$ cat src/hdl/lc3se_pkg.sv
// Shared types and constants for the LC-3 subset execute block.
// Holds opcode values, the decoded queue item and the queue status struct.
// No dependencies.
package lc3se_pkg;

    localparam int MEM_DEPTH = 65536;
    localparam int MEM_AW    = $clog2(MEM_DEPTH);

    localparam int Q_DEPTH = 2;
    localparam int Q_AW    = (Q_DEPTH > 1) ? $clog2(Q_DEPTH) : 1;
    localparam int Q_CW    = $clog2(Q_DEPTH + 1);

    localparam logic [3:0] OPC_BR  = 4'h0;
    localparam logic [3:0] OPC_ADD = 4'h1;
    localparam logic [3:0] OPC_LD  = 4'h2;
    localparam logic [3:0] OPC_LDR = 4'h6;
    localparam logic [3:0] OPC_STR = 4'h7;

    typedef logic [15:0] t_word;
    typedef logic signed [1:0] t_cond;

    localparam t_cond COND_NEG  = 2'sb11;
    localparam t_cond COND_ZERO = 2'sb00;
    localparam t_cond COND_POS  = 2'sb01;

    typedef enum logic [2:0] {
        OP_MEMW,
        OP_ADD,
        OP_LD,
        OP_LDR,
        OP_BR,
        OP_STR,
        OP_NOP
    } t_op;

    typedef struct packed {
        t_op        op;
        logic [2:0] dr;
        logic [2:0] ra;
        logic [2:0] rb;
        logic       use_imm;
        logic       br_p;
        t_word      imm;
        t_word      location;
        t_word      word;
        t_word      target;
    } t_qitem;

    typedef struct packed {
        logic full;
        logic empty;
    } t_qstat;

endpackage

$ cat src/hdl/lc3se_queue.sv
// Short FIFO of decoded items between the front end and the execute unit.
// Depth set by Q_DEPTH.
// Depends on lc3se_pkg.
module lc3se_queue (
    input  logic              i_clk,
    input  logic              i_rst_n,
    input  logic              i_push,
    input  lc3se_pkg::t_qitem i_item,
    input  logic              i_pop,
    output lc3se_pkg::t_qitem o_item,
    output lc3se_pkg::t_qstat o_stat
);
    import lc3se_pkg::*;

    t_qitem          r_slot [Q_DEPTH];
    logic [Q_AW-1:0] r_wr;
    logic [Q_AW-1:0] r_rd;
    logic [Q_CW-1:0] r_count;
    logic [Q_AW-1:0] n_wr;
    logic [Q_AW-1:0] n_rd;
    logic            do_push;
    logic            do_pop;

    assign o_stat.full  = (r_count == Q_CW'(Q_DEPTH));
    assign o_stat.empty = (r_count == '0);
    assign do_push      = i_push && !o_stat.full;
    assign do_pop       = i_pop && !o_stat.empty;
    assign o_item       = r_slot[r_rd];

    assign n_wr = (r_wr == Q_AW'(Q_DEPTH - 1)) ? '0 : r_wr + 1'b1;
    assign n_rd = (r_rd == Q_AW'(Q_DEPTH - 1)) ? '0 : r_rd + 1'b1;

    always_ff @(posedge i_clk) begin
        if (!i_rst_n) begin
            r_wr    <= '0;
            r_rd    <= '0;
            r_count <= '0;
        end else begin
            if (do_push) begin
                r_wr <= n_wr;
            end
            if (do_pop) begin
                r_rd <= n_rd;
            end
            if (do_push && !do_pop) begin
                r_count <= r_count + 1'b1;
            end else if (do_pop && !do_push) begin
                r_count <= r_count - 1'b1;
            end
        end
    end

    always_ff @(posedge i_clk) begin
        if (do_push) begin
            r_slot[r_wr] <= i_item;
        end
    end

endmodule

$ cat config.mk
export PLATFORM = sky130hd
export DESIGN_NAME = lc3se_queue
export DESIGN_NICKNAME = d
export VERILOG_FILES = /design/src/hdl/lc3se_pkg.sv /design/src/hdl/lc3se_queue.sv
export SDC_FILE = /design/constraint.sdc
export NUM_CORES = 1
export LEC_CHECK = 0
export BUFFER_PORTS_ARGS = -buffer_cell sky130_fd_sc_hd__buf_2
export CORE_MARGIN = 4
export CORE_UTILIZATION = 54
export CTS_BUF_LIST = sky130_fd_sc_hd__clkbuf_2 sky130_fd_sc_hd__clkbuf_4 sky130_fd_sc_hd__clkbuf_8
export DETAILED_ROUTE_END_ITERATION = 6
export HOLD_SLACK_MARGIN = 0.06
export MAX_ROUTING_LAYER = met4
export PLACE_DENSITY = 0.82
export SYNTH_ARGS = -nofsm -noshare
export SYNTH_HDL_FRONTEND = slang
export SYNTH_SLANG_ARGS = --single-unit
$ cat constraint.sdc
create_clock -name i_clk -period 5.1 [get_ports i_clk]
set_input_delay 1.02 -clock i_clk [delete_from_list [all_inputs] [get_ports i_clk]]
set_output_delay 1.02 -clock i_clk [all_outputs]
set_load 0.03 [all_outputs]
After elaboration in Yosys (flattened, before gate mapping)
Memory sizes are Yosys's and may differ from the RTL's. A register that Yosys moved wholly into a read port is not among the register bits.
Cells that the tools add are included.

cells by class
  equal/unequal tests = 1
  mux-type cells = 8
  $add $sub $neg = 4
  reductions and logical operators = 10

operator list
  operator                                                            count
  1-bit two-way mux                                                   6
  1-bit logical AND                                                   4
  1-bit logical NOT                                                   4
  2-bit two-way mux                                                   2
  1-bit adder, second input constant                                  2
  2-bit by 1-bit adder with 2-bit output, second input constant       1
  2-bit equality test, second input constant                          1
  2-bit logical NOT                                                   1
  2-bit nonzero test                                                  1
  2-bit by 1-bit subtractor with 2-bit output, second input constant  1

storage, ports and cells
  memories = 1
  register bits after elaboration = 4
  output and inout port bits = 80
  word-level logic and storage cells = 27
  memory bits (writable) = 156
  bits of input ports = 82

memories
  memory  words  bits a word  read ports  clocked after Yosys merged registers in  write ports  RTL line           source
  r_slot  2      78           1           1                                        1            lc3se_queue.sv:15  t_qitem r_slot [Q_DEPTH];

Depth between registers and ports, before layout
  word-level depth = 7
  gate-level depth with buffers = 7
  gate-level depth less buffers = 7

Worst setup path after synthesis
Ideal clock, no wire load.

  path kind = input to register
  start point = input port i_push
  end point = memory r_slot[0][0] in the netlist's numbering, enable pin
  buffers on the path = 0
  required time = 4.598 ns
  data arrival time = 4.139 ns
  library setup time = 0.502 ns
  slack = 0.460 ns
  stages = 2
  cell sequence = inv_1 -> nor3_2

between the ends
  cells in the longest elaborated chain, start to end = 3

ends and longest elaborated chain
  element                                  RTL line           source
  from (decl)                              lc3se_queue.sv:7   input logic i_push,
  1-bit logical AND                        lc3se_queue.sv:26  assign do_push = i_push && !o_stat.full;
  1-bit two-way mux                        lc3se_queue.sv:54  if (do_push) begin
  1-bit two-way mux (not written as such)  lc3se_queue.sv:55  r_slot[r_wr] <= i_item;
  to (decl)                                lc3se_queue.sv:15

Every way passes these cells.

==> reports/qor.txt <==
average cell area after synthesis = 22.2 um^2
Max-Slew Margin vs Limit = 25.0%
placed cell count = 562
Setup TNS Final = 0 ns
number of hold violations in the final report = 0
setup violation total in the final timing report = 0
Post-CTS Repair Setup Buffers = 0
row cnt = 38
leftover overflow at the end of global routing = 0
Clock Skews = 0.0106 ns
violation count after the first detailed-routing iteration = 113
final antenna diode count = 0
type of the worst min-delay path = flip-flop to flip-flop
Max Clk Rate = 0.311 GHz
I/O pin count = 162
final routed wirelength across all metal layers = 10100 um
result of the run = finished clean
total via count after detailed routing = 2986
critical path class = flip-flop to output pin
starting density of the core = 55.1%
number of nets produced by synthesis = 351
RSZ-0062 raised after global routing = false
min Tclk post-route = 3.22 ns
pwr dens = 536 nW/um^2
final design utilization = 67.7%
Num CTS Buffers = 17
core outline area = 10800 um^2
Max VDD drop = 292 uV
post-synthesis cell type count = 22
Post-Synthesis Cells = 268
initial antenna violation count = 0
via/cell ratio = 5.03
library cell used as clock root buffer = clkbuf_8
cell depth of the worst hold path = 2
via count of the first global-routing pass = 3156
max-slew violation total from the final report = 0
clock tree from TritonCTS = yes
final clock period utilization by the worst path = 63.1%
startpoint kind of the worst setup timing path = flip-flop
arrival time at the worst endpoint = 2.20 ns
max-cap violation count = 0
clock latency at the later pin of the worst-skew pair = 0.44 ns
H-tree level count = 4
number of buffers inserted by port buffering = 161
Layout Nets = 524
Worst Setup End Kind = output pin
global-route usage over all layers = 16.9%
Die Ht = 113 um
Yosys warning total = 0
detailed-router iteration count before antenna repair = 4
R2R setup slack = 3.18 ns
share of synthesized area occupied by flip-flops and latches = 80.5%
final weighted congestion in routability-driven placement = 0.717
number of buffers added to fix hold violations after cts = 0
DRC errors left = 0
required time of the worst setup path = 4.08 ns
quantity of gates resized following cts = 0
area enclosed by the die boundary = 12700 um^2
clock transition time at the flip-flop clock pins of the worst setup and hold paths = 0.08 ns
Tightest Pin Transition = 1.12 ns
Layout Area Growth over Synthesis = 23.0%
proportion of layout cells with a drive suffix above 1 = 61.0%
maximum number of pins on one net before global-route repair = 79
CTS max path bufs = 2
depth of the most critical reg-to-reg path = 2
cell area after technology mapping = 5940 um^2
final HPWL from detailed placement = 6640 um
number of fill cells = 679
count of clock tree sinks = 161
Static Leakage = 2.77 nW
Seq cells post-synth = 161
CP Max Fanout = 78
first-pass GRT wire length = 15600 um
leading cell type in the layout, fill and taps excluded = buf_2
detailed-route wire length per cell = 16.9 um
count of antenna-violating nets left after detailed routing = 0
Horiz. Die Dim = 113 um
filler-free cell count of the finished design = 594
highest-count cells in the layout ignoring fill and taps = 161 x buf_2, 156 x edfxtp_1, 58 x mux2_2
layer usage:
metal	vias up	share of wire, %	track usage, %
met3	17	8.8	7.01
li1	1406	-	-
met2	125	49	25.4
met4	0	1.5	6.33
met5	-	0	-
met1	1438	40	20.5
worst max-delay path: stages, from the launching register on:
cell     delay, ns
dfxtp_4       1.08
mux2_2        0.44
buf_2         0.18
layout make-up:
| cell class | instances | area [um^2] | area share, % |
|---|---|---|---|
| clock buffers | 17 | 234 | 3.20 |
| clock inverters | 15 | 193 | 2.64 |
| inverters | 2 | 7.51 | 0.103 |
| multi-input cells | 96 | 1090 | 14.9 |
| flip-flops and latches | 161 | 4790 | 65.5 |
| well taps | 140 | 175 | 2.40 |
| repair buffers | 163 | 821 | 11.2 |
cell families after synthesis:
group | synth area share, %
AO/OA/AOI/OAI | 0.547
multiplexers | 16.0
flip-flops | 80.5
adder cells (fa/ha/maj) | 0.211
AND/OR/NAND/NOR | 0.927
XOR/XNOR | 0.442
buffers and inverters | 1.31
worst paths after layout:
check	endpoint	start
worst min-delay path	r_count[1]$_SDFFE_PN0P_	r_count[1]$_SDFFE_PN0P_
worst min register to register	r_count[1]$_SDFFE_PN0P_	r_count[1]$_SDFFE_PN0P_
worst max-delay path	o_item[61]	flip-flop
worst max register to register	r_slot[1][43]$_DFFE_PP_	r_count[0]$_SDFFE_PN0P_
stage by stage:
step                      area (um^2)  total power [W]  setup WS (ns)  hold slack (ns)
final                            7310          0.00392           1.88            0.532
after global routing             7310          0.00410           1.71            0.573
after CTS                        7310          0.00397           1.80            0.536
after detailed placement         6880          0.00299           2.32            0.523
after global placement           6880          0.00297           2.32            0.497
after floorplan                  5940          0.00269          0.460            0.483
power breakdown:
| part | internal, W | leakage [nW] | switching (W) |
|---|---|---|---|
| clock network | 0.000499 | 0.215 | 0.000474 |
| registers | 0.00166 | 1.50 | 0.000136 |
| logic | 0.000442 | 1.06 | 0.000702 |
flip-flops by register name, summed over array words and instances (netlist names), named ones only:
signal and flops:
r_count 2, r_rd 1, r_slot 156, r_wr 1
synthesized netlist by cell type:
cell type | number | area share [%]
xor2_1 | 1 | 0.15
o21ai_0 | 1 | 0.084
and2_1 | 3 | 0.32
dfxtp_1 | 5 | 1.7
nor3_2 | 1 | 0.17
edfxtp_1 | 156 | 79
inv_1 | 1 | 0.063
buf_2 | 5 | 0.42
o21a_1 | 1 | 0.13
a21boi_1 | 1 | 0.13
o21ai_1 | 1 | 0.084
inv_2 | 1 | 0.063
nand2b_1 | 1 | 0.11
buf_6 | 4 | 0.76
ha_1 | 1 | 0.21
mux2_2 | 58 | 11
or3_1 | 1 | 0.11
a21boi_0 | 1 | 0.13
mux2_4 | 20 | 5.1
xnor2_1 | 2 | 0.29
nor2_1 | 2 | 0.13
and3_1 | 1 | 0.11
No activity file was read; power rests on OpenSTA's default activity.
