<file path="src/hdl/lc3se_pkg.sv">
// Shared types and constants for the LC-3 subset execute block.
// Holds opcode values, the decoded queue item and the queue status struct.
// No dependencies.
package lc3se_pkg;

    localparam int MEM_DEPTH = 65536;
    localparam int MEM_AW    = $clog2(MEM_DEPTH);

    localparam int Q_DEPTH = 2;
    localparam int Q_AW    = (Q_DEPTH > 1) ? $clog2(Q_DEPTH) : 1;
    localparam int Q_CW    = $clog2(Q_DEPTH + 1);

    localparam logic [3:0] OPC_BR  = 4'h0;
    localparam logic [3:0] OPC_ADD = 4'h1;
    localparam logic [3:0] OPC_LD  = 4'h2;
    localparam logic [3:0] OPC_LDR = 4'h6;
    localparam logic [3:0] OPC_STR = 4'h7;

    typedef logic [15:0] t_word;
    typedef logic signed [1:0] t_cond;

    localparam t_cond COND_NEG  = 2'sb11;
    localparam t_cond COND_ZERO = 2'sb00;
    localparam t_cond COND_POS  = 2'sb01;

    typedef enum logic [2:0] {
        OP_MEMW,
        OP_ADD,
        OP_LD,
        OP_LDR,
        OP_BR,
        OP_STR,
        OP_NOP
    } t_op;

    typedef struct packed {
        t_op        op;
        logic [2:0] dr;
        logic [2:0] ra;
        logic [2:0] rb;
        logic       use_imm;
        logic       br_p;
        t_word      imm;
        t_word      location;
        t_word      word;
        t_word      target;
    } t_qitem;

    typedef struct packed {
        logic full;
        logic empty;
    } t_qstat;

endpackage

</file>
<file path="src/hdl/lc3se_front.sv">
// Front end: accepts input items and classifies them into decoded queue items.
// Computes immediates and the PC-relative target ahead of execution.
// Depends on lc3se_pkg.
module lc3se_front (
    input  logic              i_in_valid,
    output logic              o_in_ready,
    input  logic              i_req_type,
    input  logic [15:0]       i_location,
    input  logic [15:0]       i_word_bits,
    input  lc3se_pkg::t_qstat i_q_stat,
    output logic              o_q_push,
    output lc3se_pkg::t_qitem o_q_item
);
    import lc3se_pkg::*;

    logic [3:0] opc;
    t_word      sext5;
    t_word      sext6;
    t_word      sext9;

    assign opc   = i_word_bits[15:12];
    assign sext5 = {{11{i_word_bits[4]}}, i_word_bits[4:0]};
    assign sext6 = {{10{i_word_bits[5]}}, i_word_bits[5:0]};
    assign sext9 = {{7{i_word_bits[8]}}, i_word_bits[8:0]};

    always_comb begin
        o_q_item          = '0;
        o_q_item.location = i_location;
        o_q_item.word     = i_word_bits;
        o_q_item.dr       = i_word_bits[11:9];
        o_q_item.ra       = i_word_bits[8:6];
        o_q_item.rb       = i_word_bits[2:0];
        o_q_item.br_p     = i_word_bits[9];
        o_q_item.use_imm  = 1'b0;
        o_q_item.imm      = sext6;
        o_q_item.target   = i_location + sext9;
        o_q_item.op       = OP_NOP;
        if (!i_req_type) begin
            o_q_item.op = OP_MEMW;
        end else begin
            unique case (opc)
                OPC_ADD: begin
                    o_q_item.op      = OP_ADD;
                    o_q_item.use_imm = i_word_bits[5];
                    o_q_item.imm     = sext5;
                end
                OPC_LD: begin
                    o_q_item.op = OP_LD;
                end
                OPC_LDR: begin
                    o_q_item.op      = OP_LDR;
                    o_q_item.use_imm = 1'b1;
                end
                OPC_BR: begin
                    o_q_item.op = OP_BR;
                end
                OPC_STR: begin
                    // second read port fetches the source register
                    o_q_item.op      = OP_STR;
                    o_q_item.use_imm = 1'b1;
                    o_q_item.rb      = i_word_bits[11:9];
                end
                default: begin
                    o_q_item.op = OP_NOP;
                end
            endcase
        end
    end

    assign o_in_ready = !i_q_stat.full;
    assign o_q_push   = i_in_valid && !i_q_stat.full;

endmodule

</file>
<file path="config.mk">
export PLATFORM = sky130hd
export DESIGN_NAME = lc3se_front
export DESIGN_NICKNAME = d
export VERILOG_FILES = /design/src/hdl/lc3se_pkg.sv /design/src/hdl/lc3se_front.sv
export SDC_FILE = /design/constraint.sdc
export NUM_CORES = 1
export LEC_CHECK = 0
export ABC_AREA = 1
export ABC_CLOCK_PERIOD_IN_PS = 1700
export BUFFER_PORTS_ARGS = -buffer_cell sky130_fd_sc_hd__buf_2
export CORE_UTILIZATION = 42
export DETAILED_ROUTE_END_ITERATION = 6
export GPL_ROUTABILITY_DRIVEN = 0
export PLACE_DENSITY = 0.81
export SLEW_MARGIN = 20
export SYNTH_ARGS = -nofsm -noshare
export SYNTH_HDL_FRONTEND = slang
export SYNTH_SLANG_ARGS = --single-unit
</file>
<file path="constraint.sdc">
create_clock -name vclk -period 1.7
set_input_delay 0.085 -clock vclk [all_inputs]
set_output_delay 0.085 -clock vclk [all_outputs]
set_load 0.05 [all_outputs]
</file>
Yosys cells after proc, flatten, opt, wreduce, memory -nomap -nowiden
Cells that the tools add are included.

Register bits: 0. Output and inout bits: 80. Word-level logic and storage cells: 16.

Add/sub/neg operators: 1. Eq/ne operators: 4. Multiplexer cells: 7. Reductions and logical operators: 4.

Operator list (number): $mux 16 (2); $add 16x16->16 (1); $pmux 3 s5 (1); $eq 4x3->1 const B (2); $mux 3 (2); $eq 4x1->1 const B (1); $eq 4x2->1 const B (1); $logic_not 4->1 (1); $mux 4 (1); $pmux 1 s2 (1); $reduce_or 2->1 (1); $logic_and 1x1->1 (1); $logic_not 1->1 (1).

Depth between registers and ports, before layout
Depth after elaboration: 4. Depth in mapped cells: 10. Mapped depth without buffers: 10.

Worst setup path after synthesis
No wires, ideal clock.

Kind: input to output. Start point: in i_location[0]. End point: out o_q_item[8] (netlist bit). Arrival time: 1.803 ns. Data required time: 1.615 ns. Path slack: -0.188 ns. Stages: 8. Cell sequence: ha_1 > fa_1 > nand2_1 > nand2_1 > and2_4 > nand2_1 > nand2_1 > xor2_1.

RTL lines: start: declaration (line lc3se_front.sv:8) `input logic [15:0] i_location,`; end: declaration (line lc3se_front.sv:12) `output lc3se_pkg::t_qitem o_q_item`.

==> flow_results.org <==
** Global routing
- The initial antenna violation count came to 0.
- Pin count of the biggest net entering global routing :: 12
- The first global-routing pass estimated slightly below 5000 um of wire.
- The number of global-route vias before repair is 1199.
- Overflow left after global routing :: 0
- Global-route total usage across every layer :: 16.1%

** Power and ir drop
- Power density over cell area :: 641 nW/um^2
- Sequential cells burn 0% of the power.
- Internal Dissipation :: 312 uW
- Net Sw Power :: approximately 870 uW
- Proportion of power drawn by the clock network :: 0%
- The share of total power dissipated in combinational logic is 100.0%.
- Summed over all cells, the static leakage comes to around 0.0012 uW.
- Net switching is 73.6% of the power.
- Max VDD drop :: approximately 0.24 mV

** Floorplanning
- In this run the core area contains 21 standard-cell rows.
- Number of top-level pins :: roughly 120
- The die is slightly above 60 um tall.
- The die covers approximately 3800 um^2.
- The initial utilization of the core area, before any placement, comes to around 44%.
- Core Area :: between 3000 and 4000 um^2
- The die is 61.7 um wide.

** Worst setup path
- Worst setup path endpoint :: o_q_item[8]
- Sort of element at the end of the critical path :: primary output
- Signal arrival time at the worst endpoint :: approximately 1600 ps
- The critical path starts at i_location[0].
- Element type at the critical path start :: input pin
- Worst Path Class, Setup :: input pin to primary output
- In this run the worst path has a maximum fanout of 3.
- Chain of cells forming the critical path :: buf_2 > ha_4 > fa_2 > nand2_2 > nand2_1 > and2_4 > nand2_1 > nand2_2 > xor2_2 > buf_6
- Highest-delay cell along the critical path :: fa_2
- Data required, critical path :: about 1600 ps
- Biggest cell delay along the critical path :: just under 400 ps

** Route
- Using the TritonRoute via totals, the vias-per-cell ratio works out to between 4 and 5.
- Summing over every cut layer, the via total after detailed routing is around 1.7k.
- The count of nets left with antenna violations once routing finished came out at 0.
- Number of search-and-repair iterations in the first detailed-routing pass :: 4
- For this block, the initial DRC count from the detailed router was between 40 and 50.
- After detailed routing, the average wire length per cell comes to 8.94 um.
- After detailed routing, the number of remaining DRC violations is 0.
- Post-Route WL :: 3380 um

** Layout
- Area growth, synth to finish :: 23.3%
- The layout has 0 clock buffers.
- Sequential cell count :: 0
- Filler cell count in the final layout :: between 300 and 400
- Antenna cell count :: 0
- With fillers left out, the area of the finished cells amounts to about 1800 um^2.
- Number of standard cells in the layout, taps in and fillers out :: between 300 and 400
- Sequential standard cell area :: 0 um^2
- NumNets Final :: about 390
- The post-route netlist has a little under half of its cells at a drive strength greater than 1.

** Placed design
- Timing analysis after detailed placement gives a worst setup slack of -56.8 ps.
- In this run the cell area measured after placement is 1770 um^2.
- Placed wire-length estimate after detailed placement :: approximately 3000 um
- Number of placed instances, taps included :: between 300 and 400
- Number of I/O port buffers :: between 100 and 150

** Yosys
- Yosys mapped the design onto 21 distinct sky130hd cell types.
- Post-Synthesis Mean Instance Area :: 5.61 um^2
- Warnings from Yosys :: 0
- Post-synthesis instance area :: roughly 1500 um^2
- Seq/Total Area, Yosys :: 0%
- Instance count of the mapped netlist :: roughly 270
- Counting every net in the synthesized netlist gives 319.

** Clocking
- CTS Hold Buffers Added :: 0

** Run status
- The run finished with clean final reports.

** Timing
- Final slew viol count :: 0
- Post-layout minimum cycle time :: 1650 ps
- Setup violations remaining at the end of the flow were counted as 0.
- Post-route clock period utilization :: a little over nine tenths
- For the pin with the worst max-slew slack, the measured transition is ~260 ps.
- The tightest hold path in the finished design has a slack of roughly 480 ps.
- Slew HR :: 82.9%
- Post-route setup slack :: 52.9 ps
- Final hold vios :: 0
- Timing would allow up to between 600 and 700 MHz.

** Min path
- Origin of the worst min-delay path :: i_location[13]
- The worst hold path belongs to the class input pin to primary output.

** Flow run
- Max-capacitance violation count :: 0
## worst max-delay path: cells and delay by family
kind	cells	cell delay, ps
and+or+nand+nor	5	410
xor gates and xnor gates	1	200
adders and majority gates	2	550
buffers and inverters	2	300
## cell families (layout without fill, tap and decap cells)
family	count (synthesis)	after routing	synth area share, %
buffers and inverters	101	166	38.8
AOI/OAI and AO/OA	12	12	4.01
xor gates and xnor gates	8	8	4.67
and+or+nand+nor	130	130	38.6
adders and majority gates	16	16	13.9
## Yosys cell counts, drive strengths merged
library cell | number | area (um^2)
nand3 | 14 | 75.1
nor3 | 3 | 30.0
buf | 54 | 405
nand3b | 2 | 15.0
nor2 | 13 | 51.3
ha | 15 | 188
xor2 | 6 | 52.6
a21oi | 8 | 40.0
fa | 1 | 20.0
nand2 | 91 | 362
inv | 47 | 176
or2 | 3 | 18.8
o21ai | 4 | 20.0
xnor2 | 2 | 17.5
and2 | 1 | 8.76
nand4 | 3 | 18.8
## power by group through the flow
stage	registers [uW]	clock network, uW	logic [uW]
global placement	0	0	1130
global route	0	0	1270
finish	0	0	1180
CTS	0	0	1160
detailed placement	0	0	1140
floorplan	0	0	973
## worst min-delay path by stage
stage / slack [ps] / depth (start not counted) / to
global route: 480 / 2 / o_q_item[34]
global placement: 470 / 2 / o_q_item[43]
floorplan: 340 / 1 / o_q_item[16]
detailed placement: 480 / 2 / o_q_item[43]
finish: 480 / 2 / o_q_item[45]
CTS: 480 / 2 / o_q_item[43]
## cells in the final DEF, fill, tap and decap left out, types with 4 or more instances in the layout
| cell | instances |
|---|---|
| buf_2 | 106 |
| nand2_1 | 79 |
| inv_1 | 42 |
| nand3_1 | 13 |
| nor2_1 | 12 |
| nand2_2 | 12 |
| ha_1 | 10 |
| a21oi_1 | 8 |
| inv_2 | 5 |
| clkbuf_4 | 5 |
| buf_4 | 5 |
| ha_2 | 4 |
## final cells by class
type                            count  area, um^2  area share, %
Timing Repair Buffer              119         639           34.6
Inverter                           47         176           9.55
Tap cell                           46        57.6           3.11
Multi-Input combinational cell    166         975           52.7
## metal layers
metal	share of wire [%]	global-route usage [%]	vias up
li1	-	-	887
met1	45	21.8	711
met2	49	30.1	62
met3	5.6	0.414	2
met4	0.53	0.635	0
met5	0	0	-
## through the flow
stage | setup TNS (ps) | total power (uW) | utilization [%]
3_3_place_gp | -33.8 | 1130 | 52.3
6_report | 0 | 1180 | 54.5
3_5_place_dp | -120 | 1140 | 52.3
5_1_grt | -18.8 | 1270 | 54.5
4_1_cts | 0 | 1160 | 52.7
2_1_floorplan | 0 | 973 | -
## what timing repair did
item | CTS | global route
hold endpoints to repair | 0 | 0
pin swaps | 0 | 3
cloned | 0 | 0
resized for setup | 5 | 18
setup buffers | 0 | 1
endpoints found under the setup margin | 4 | 9
Power figures use the tool's default switching activity.
